[src/rtl/core/groebner_pair_set_manager_assert.svh]
// Assertion macros for the pair-set manager core.
// Included by the datapath; depends on nothing.
`ifndef GROEBNER_PAIR_SET_MANAGER_ASSERT_SVH
`define GROEBNER_PAIR_SET_MANAGER_ASSERT_SVH
`ifndef SYNTHESIS
`define GPSM_ASSERT_IMPLIES(lbl, clk, rst, ante, cons) \
   lbl: assert property (@(posedge clk) disable iff (rst) (ante) |-> (cons)) \
      else $error("gpsm assertion failed");
`define GPSM_ASSERT_NEXT(lbl, clk, rst, ante, cons) \
   lbl: assert property (@(posedge clk) disable iff (rst) (ante) |=> (cons)) \
      else $error("gpsm assertion failed");
`else
`define GPSM_ASSERT_IMPLIES(lbl, clk, rst, ante, cons)
`define GPSM_ASSERT_NEXT(lbl, clk, rst, ante, cons)
`endif
`endif

[src/rtl/core/gpsm_pkg.sv]
// Shared types and codes for the pair-set manager core.
// No dependencies.
package gpsm_pkg;

   // operation codes
   localparam logic [1:0] OP_ADD   = 2'd0;
   localparam logic [1:0] OP_POP   = 2'd1;
   localparam logic [1:0] OP_CLEAR = 2'd2;
   localparam logic [1:0] OP_NONE  = 2'd3;

   // result status codes
   localparam logic [1:0] STAT_OK    = 2'd0;
   localparam logic [1:0] STAT_EMPTY = 2'd1;
   localparam logic [1:0] STAT_FULL  = 2'd2;
   localparam logic [1:0] STAT_DROP  = 2'd3;

   typedef struct packed {
      logic [1:0]  operation;
      logic [63:0] lead_exponents;
   } req_word_type;

   typedef struct packed {
      logic [4:0] pair_first;
      logic [4:0] pair_second;
      logic [1:0] status;
      logic [7:0] pairs_left;
      logic [5:0] basis_size;
   } rsp_word_type;

   typedef enum logic [4:0] {
      ST_IDLE, ST_DECODE,
      ST_CHK_I, ST_EV_I, ST_CHK_K, ST_EV_K,
      ST_FLT_CHK, ST_FLT_P, ST_FLT_1, ST_FLT_2,
      ST_APP_CHK, ST_APP_EV, ST_ADD_END,
      ST_POP_CHK, ST_POP_P, ST_POP_1, ST_POP_2, ST_POP_EV, ST_POP_SWAP,
      ST_FINISH
   } state_type;

   // monomial store read address source
   typedef enum logic [1:0] {
      SEL_I, SEL_K, SEL_FIRST, SEL_SECOND
   } store_sel_type;

   typedef struct packed {
      logic          load_item;
      logic          clear_all;
      logic          set_status;
      logic [1:0]    status_code;
      logic          add_init;
      logic          i_inc;
      logic          acc_set;
      logic          chain_start;
      logic          k_inc;
      logic          filt_init;
      logic          latch_pair;
      logic          latch_m1;
      logic          filt_eval;
      logic          app_init;
      logic          app_eval;
      logic          add_done;
      logic          pop_init;
      logic          pop_lc;
      logic          pop_eval;
      logic          pop_swap;
      logic          rd_last;
      store_sel_type store_sel;
      logic          finish_load;
   } cmd_type;

   typedef struct packed {
      logic [1:0] op;
      logic       basis_full;
      logic       pairs_empty;
      logic       i_end;
      logic       k_end;
      logic       active_i;
      logic       acc_i;
      logic       k_cand;
      logic       disjoint;
      logic       dominated;
      logic       pk_end;
      logic       out_busy;
   } stat_type;

endpackage

[src/rtl/core/gpsm_ctrl.sv]
// Sequencer for the pair-set manager: walks the add and pop passes.
// Depends on gpsm_pkg.
module gpsm_ctrl
   import gpsm_pkg::*;
(
   input  logic     clock,
   input  logic     reset,
   input  logic     req_valid,
   output logic     req_ready,
   input  stat_type stat,
   output cmd_type  cmd
);

   state_type state_ff, state_in;

   // state register
   always_ff @(posedge clock) begin
      if (reset) begin
         state_ff <= ST_IDLE;
      end else begin
         state_ff <= state_in;
      end
   end

   // next state and commands
   always_comb begin
      state_in  = state_ff;
      cmd       = '0;
      cmd.store_sel = SEL_I;
      req_ready = 1'b0;
      case (state_ff)
         ST_IDLE: begin
            req_ready = 1'b1;
            if (req_valid) begin
               cmd.load_item = 1'b1;
               state_in = ST_DECODE;
            end
         end
         ST_DECODE: begin
            case (stat.op)
               OP_ADD: begin
                  if (stat.basis_full) begin
                     cmd.set_status  = 1'b1;
                     cmd.status_code = STAT_FULL;
                     state_in = ST_FINISH;
                  end else begin
                     cmd.add_init = 1'b1;
                     state_in = ST_CHK_I;
                  end
               end
               OP_POP: begin
                  if (stat.pairs_empty) begin
                     cmd.set_status  = 1'b1;
                     cmd.status_code = STAT_EMPTY;
                     state_in = ST_FINISH;
                  end else begin
                     cmd.pop_init = 1'b1;
                     state_in = ST_POP_CHK;
                  end
               end
               OP_CLEAR: begin
                  cmd.clear_all = 1'b1;
                  state_in = ST_FINISH;
               end
               default: state_in = ST_FINISH;
            endcase
         end
         // candidate pairs, chain and product criteria
         ST_CHK_I: begin
            cmd.store_sel = SEL_I;
            if (stat.i_end) begin
               cmd.filt_init = 1'b1;
               state_in = ST_FLT_CHK;
            end else if (!stat.active_i) begin
               cmd.i_inc = 1'b1;
            end else begin
               state_in = ST_EV_I;
            end
         end
         ST_EV_I: begin
            if (stat.disjoint) begin
               cmd.acc_set = 1'b1;
               state_in = ST_CHK_I;
            end else begin
               cmd.chain_start = 1'b1;
               state_in = ST_CHK_K;
            end
         end
         ST_CHK_K: begin
            cmd.store_sel = SEL_K;
            if (stat.k_end) begin
               cmd.acc_set = 1'b1;
               state_in = ST_CHK_I;
            end else if (!stat.k_cand) begin
               cmd.k_inc = 1'b1;
            end else begin
               state_in = ST_EV_K;
            end
         end
         ST_EV_K: begin
            if (stat.dominated) begin
               cmd.i_inc = 1'b1;
               state_in = ST_CHK_I;
            end else begin
               cmd.k_inc = 1'b1;
               state_in = ST_CHK_K;
            end
         end
         // drop old pairs made redundant
         ST_FLT_CHK: begin
            if (stat.pk_end) begin
               cmd.app_init = 1'b1;
               state_in = ST_APP_CHK;
            end else begin
               state_in = ST_FLT_P;
            end
         end
         ST_FLT_P: begin
            cmd.latch_pair = 1'b1;
            cmd.store_sel  = SEL_FIRST;
            state_in = ST_FLT_1;
         end
         ST_FLT_1: begin
            cmd.latch_m1  = 1'b1;
            cmd.store_sel = SEL_SECOND;
            state_in = ST_FLT_2;
         end
         ST_FLT_2: begin
            cmd.filt_eval = 1'b1;
            state_in = ST_FLT_CHK;
         end
         // append survivors, deactivate divided entries
         ST_APP_CHK: begin
            cmd.store_sel = SEL_I;
            if (stat.i_end) begin
               state_in = ST_ADD_END;
            end else if (!(stat.acc_i || stat.active_i)) begin
               cmd.i_inc = 1'b1;
            end else begin
               state_in = ST_APP_EV;
            end
         end
         ST_APP_EV: begin
            cmd.app_eval = 1'b1;
            state_in = ST_APP_CHK;
         end
         ST_ADD_END: begin
            cmd.add_done = 1'b1;
            state_in = ST_FINISH;
         end
         // minimum search over the pair table
         ST_POP_CHK: begin
            if (stat.pk_end) begin
               cmd.rd_last = 1'b1;
               state_in = ST_POP_SWAP;
            end else begin
               state_in = ST_POP_P;
            end
         end
         ST_POP_P: begin
            cmd.latch_pair = 1'b1;
            cmd.store_sel  = SEL_FIRST;
            state_in = ST_POP_1;
         end
         ST_POP_1: begin
            cmd.latch_m1  = 1'b1;
            cmd.store_sel = SEL_SECOND;
            state_in = ST_POP_2;
         end
         ST_POP_2: begin
            cmd.pop_lc = 1'b1;
            state_in = ST_POP_EV;
         end
         ST_POP_EV: begin
            cmd.pop_eval = 1'b1;
            state_in = ST_POP_CHK;
         end
         ST_POP_SWAP: begin
            cmd.pop_swap = 1'b1;
            state_in = ST_FINISH;
         end
         ST_FINISH: begin
            if (!stat.out_busy) begin
               cmd.finish_load = 1'b1;
               state_in = ST_IDLE;
            end
         end
         default: state_in = ST_IDLE;
      endcase
   end

endmodule

[config.mk]
export PLATFORM = sky130hd
export DESIGN_NAME = gpsm_ctrl
export DESIGN_NICKNAME = d
export VERILOG_FILES = /design/src/rtl/core/groebner_pair_set_manager_assert.svh /design/src/rtl/core/gpsm_pkg.sv /design/src/rtl/core/gpsm_ctrl.sv
export SDC_FILE = /design/constraint.sdc
export NUM_CORES = 1
export LEC_CHECK = 0
export ABC_AREA = 1
export BUFFER_PORTS_ARGS = -buffer_cell sky130_fd_sc_hd__buf_2
export CORE_MARGIN = 1.5
export CORE_UTILIZATION = 30
export CTS_CLUSTER_SIZE = 10
export DETAILED_ROUTE_END_ITERATION = 10
export GPL_ROUTABILITY_DRIVEN = 0
export SYNTH_ARGS = -nofsm -noshare
export SYNTH_HDL_FRONTEND = slang
export SYNTH_SLANG_ARGS = --single-unit
export TNS_END_PERCENT = 20
[constraint.sdc]
create_clock -name clock -period 1.49 [get_ports clock]
set_input_delay 0.0745 -clock clock [delete_from_list [all_inputs] [get_ports clock]]
set_output_delay 0.0745 -clock clock [all_outputs]
set_load 0.05 [all_outputs]
# Yosys cells after proc, flatten, opt, wreduce, memory -nomap -nowiden
# Cells that the tools add are included.
# W data, S select, Z words.
dict set report totals {
  latchBits 0
  wordCells 94
  out_inout_bits 26
  register_bits 5
  ram_bits 0
  rom_bits 0
  inputBits 16
  mem_count 0
}
dict set report classes {
  bitwise 0
  order_cmp 0
  eq_ne 26
  n_mux 60
  div_mod_pow 0
  shifts 0
  addsub 0
  mul 0
  n_reduce_logical 7
}
# op count
set ops {}
lappend ops {{$pmux W5 S19} 1}
lappend ops {{$mux W5} 12}
lappend ops {{$eq A5 B4 Y1 const B} 8}
lappend ops {{$mux W1} 36}
lappend ops {{$eq A5 B3 Y1 const B} 4}
lappend ops {{$eq A5 B5 Y1 const B} 4}
lappend ops {{$mux W3} 4}
lappend ops {{$eq A5 B2 Y1 const B} 2}
lappend ops {{$pmux W5 S2} 1}
lappend ops {{$ne A3 B3 Y1 const B} 3}
lappend ops {{$pmux W2 S3} 1}
lappend ops {{$pmux W3 S2} 1}
lappend ops {{$reduce_or A2 Y1} 3}
lappend ops {{$eq A5 B1 Y1 const B} 1}
lappend ops {{$logic_not A5 Y1} 1}
lappend ops {{$reduce_and A5 Y1} 1}
lappend ops {{$mux W4} 1}
lappend ops {{$ne A2 B2 Y1 const B} 2}
lappend ops {{$pmux W1 S2} 2}
lappend ops {{$pmux W1 S3} 1}
lappend ops {{$eq A2 B1 Y1 const B} 1}
lappend ops {{$eq A2 B2 Y1 const B} 1}
lappend ops {{$logic_not A2 Y1} 1}
lappend ops {{$logic_or A1 B1 Y1} 1}

# Logic depth before layout (Yosys ltp)
dict set report depth {
  word_depth 4
  mapped_depth 10
  ltp_nobuf 10
}

# Least setup slack after synthesis
# Ideal clock, no wire load.
dict set report synth_timing {
  path_kind {reg-to-output}
  startpoint {reg state_ff[4]}
  endpoint {out cmd[0] in the netlist's numbering}
  arrival_ns 2.101
  path_stages_with_launch 4
  path_slack_ns -0.685
  t_required_ns 1.416
  n_path_buf 1
  path_cell_list {dfxtp_1 inv_2 buf_6 nor4_1}
}
# item line
set synth_rtl {}
lappend synth_rtl {{start, declared} gpsm_ctrl.sv:14} ;# state_type state_ff, state_in;
lappend synth_rtl {{start signal, assigned} gpsm_ctrl.sv:21} ;# state_ff <= state_in;
lappend synth_rtl {{end, declared} gpsm_ctrl.sv:11} ;# output cmd_type cmd

==> metrics.md <==
| Metric | Value |
|---|---|
| Run status | finished with violations |
| Failing checks | negative setup slack |
| Min-Delay Startpoint | reset |
| Grt ovf | 0 |
| TritonCTS Sinks | 5 |
| Root Buffer | clkbuf_4 |
| Crit path max-delay cell type | dfxtp_4 |
| CTS tree | built |
| Top FF cell, synth | dfxtp_1 |
| Die area | 0.002993 mm2 |
| Reg-to-reg startpoint | state_ff[1] |
| Detailed Route WL | approximately 2.8 mm |
| Most used cell, CP | nand2_2 |
| Slew HR | 0.8332 |
| Count of unique library cells instantiated by Yosys | 23 |
| Via density | 5.033 |
| Placed Cells | about 230 |
| Wire per inst | ~12 um |
| Post-synthesis sequential area ratio | 0.1248 |
| Worst Setup Start Kind | flop |
| Slew @ Worst Pin | around 250 ps |
| DRT iter0 DRCs | 47 |
| Top cell type's share of synthesized area | 0.1919 |
| Pwr dens | roughly 1600 mW/mm2 |
| Count of pins over their slew limit | 0 |
| TritonRoute pass-1 iters | 4 |
| IO Pins | 42 |
| Crit-path cells | nor2_4, nand2_2, inv_2, nand2_2, o211ai_1, buf_4 |
| RSZ-0062 raised after global routing | yes |
| Hold Vio Cnt, Final | 0 |
| Final period util | 1.018 |
| CTS Buf Count | 3 |
| Max Cap Viol | 0 |
| # fillers | between 200 and 300 |
| Die W | 54.71 um |
| Final Setup Violations | 1 |
| Biggest regs | state_ff x5 |
| Ant. Diodes | 0 |
| Htree depth | 1 |
| Share of cells above drive strength 1 | 0.4766 |
| Post-route minimum period | around 1500 ps |
| Final worst slack | -26.71 ps |
| Max stage delay on crit path | roughly 380 ps |
| Setup Skew | between 0.4 and 0.5 ps |
| Largest net degree at the start of global routing | 9 |
| Area contributors post-synth | nand2_1, nor2_1, dfxtp_1 |
| PortBufs | between 40 and 50 |
| Arr. time, crit path | ~1400 ps |
| Crit path max fanout | 6 |
| Worst Hold Class | primary input to flop |
| Clk slew on worst S/H paths | 40 ps |
| Post-synth EDFFs | 0 |
| Leakage | roughly 0.77 nW |
| Max frequency | around 0.66 GHz |
| Largest area contributor in the netlist | nand2_1 |
| CP Data Required Time | between 1000 and 1500 ps |
| Syn-to-layout area delta | 73.95% |
| # DRC | 0 |
| Core area | 0.002500 mm2 |
| Crit path kind | flop to primary output |
| Mapped Cells | 158 |
| Clk Latency, worst-skew pair | about 230 ps |
| Top reg by flops | state_ff |
| Row cnt | 18 |
| Vias in the first global route | 1032 |
| Post-route cell area | between 0.001 and 0.0015 mm2 |
| Cts hold-fix bufs | 0 |
| Crit end category | primary output |
| Starting Density | 0.3208 |
| Register bit total from synthesis | 5 |
| Synth cell count leaders | nand2_1, nor2_1, inv_1 |
| Initial antenna violation count | 0 |
| Warnings from Yosys | 0 |
| Total track usage | 0.1970 |
| Nets | roughly 230 |
| Clock buffer depth | 2 |
| WP buf/inv | 2 |
| Vias | 1228 |
| Antenna-violating nets left | 0 |
| Kind of cell adding the most delay to the critical path | flip-flops |
| Post-detail-place hpwl | 2.258 mm |
| Finished Layout Cells | around 240 |
| Global-route wire length before repair | between 4 and 5 mm |
| Post-Syn Nets | around 170 |
| Die height | between 50 and 60 um |
| Post-DP Area | 0.001124 mm2 |
| Max rail drop VDD | approximately 1.1 mV |
| CP startpoint | state_ff[3] |
| Post-synth ARST share | 0 |
| Max FFs per register | 5 |
| Count leader, synth | nand2_1 |
| Synthesized area per cell | 5.076 um2 |
| Synthesized area | between 800 and 900 um2 |
==> through the flow <==
step | TNS, ps | power (mW) | util | hold slack [ps] | worst slack (ps)
after floorplan | -1361 | 1.422 | - | 136.9 | -204.2
after global placement | 0 | 1.782 | 0.4494 | 269.4 | 28.51
after detailed placement | 0 | 1.785 | 0.4494 | 272.6 | 27.31
after CTS | -7.536 | 2.092 | 0.5070 | 9.833 | -7.536
after global routing | -884.6 | 2.432 | 0.5581 | 14.24 | -140.4
final | -26.71 | 2.267 | 0.5581 | 18.68 | -26.71
==> worst paths after layout <==
kind / to / depth (start not counted) / slack (ps)
max: cmd[18] / 6 / -30
min: state_ff[1] / 2 / 20
max reg2reg: state_ff[0] / 11 / 40
min reg2reg: state_ff[1] / 2 / 540
==> final cells by class <==
class | instances | area (um2) | share of cell area
multi-input combinational | 120 | 689.4 | 0.4942
timing repair buffer | 53 | 397.9 | 0.2852
inverter | 32 | 127.6 | 0.09148
sequential | 5 | 116.4 | 0.08341
tap | 30 | 37.54 | 0.02691
clock buffer | 4 | 26.28 | 0.01883
==> placed cells by master (no fill, tap or decap), drive strengths merged <==
master,count
a21oi,4
nand3,17
clkbuf,6
nand2,42
nor2,34
o21ai,6
buf,51
dfxtp,5
nor4,1
o22ai,1
nand4,3
o2111ai,1
or2,1
o211ai,2
nor3,8
inv,32
==> per-layer routing <==
layer  global-route usage  up-vias  wire length (um)
li1                     -      621                 -
met1               0.2476      560              1208
met2               0.3333       45              1477
met3              0.02186        2               145
met4              0.08750        0                 9
met5                    0        -                 0
==> repair_timing <==
item | 4_1_cts | 5_1_grt
buffers inserted | 6 | 0
resized for setup | 28 | 42
pin swaps | 3 | 4
setup endpoints to repair | 23 | 26
==> logic make-up after synthesis <==
kind of cell	after synthesis	share of synthesized area
AO/OA/AOI/OAI	14	0.1233
buffers and inverters	33	0.1638
flip-flops	5	0.1248
AND/OR/NAND/NOR	106	0.5882
==> worst register-to-register path, delay by kind of cell, from the launching register on <==
family	cells	cell delay, ps
buf+inv	3	300
compound gates	1	110
flops	1	380
simple gates	7	590
==> power breakdown <==
| part | switching, mW | total [mW] | internal [mW] | leakage (nW) |
|---|---|---|---|---|
| registers | 0.108 | 0.313 | 0.205 | 0.0442 |
| logic | 1.21 | 1.81 | 0.596 | 0.712 |
| clock network | 0.0485 | 0.149 | 0.101 | 0.0150 |
Power figures use the tool's default switching activity.
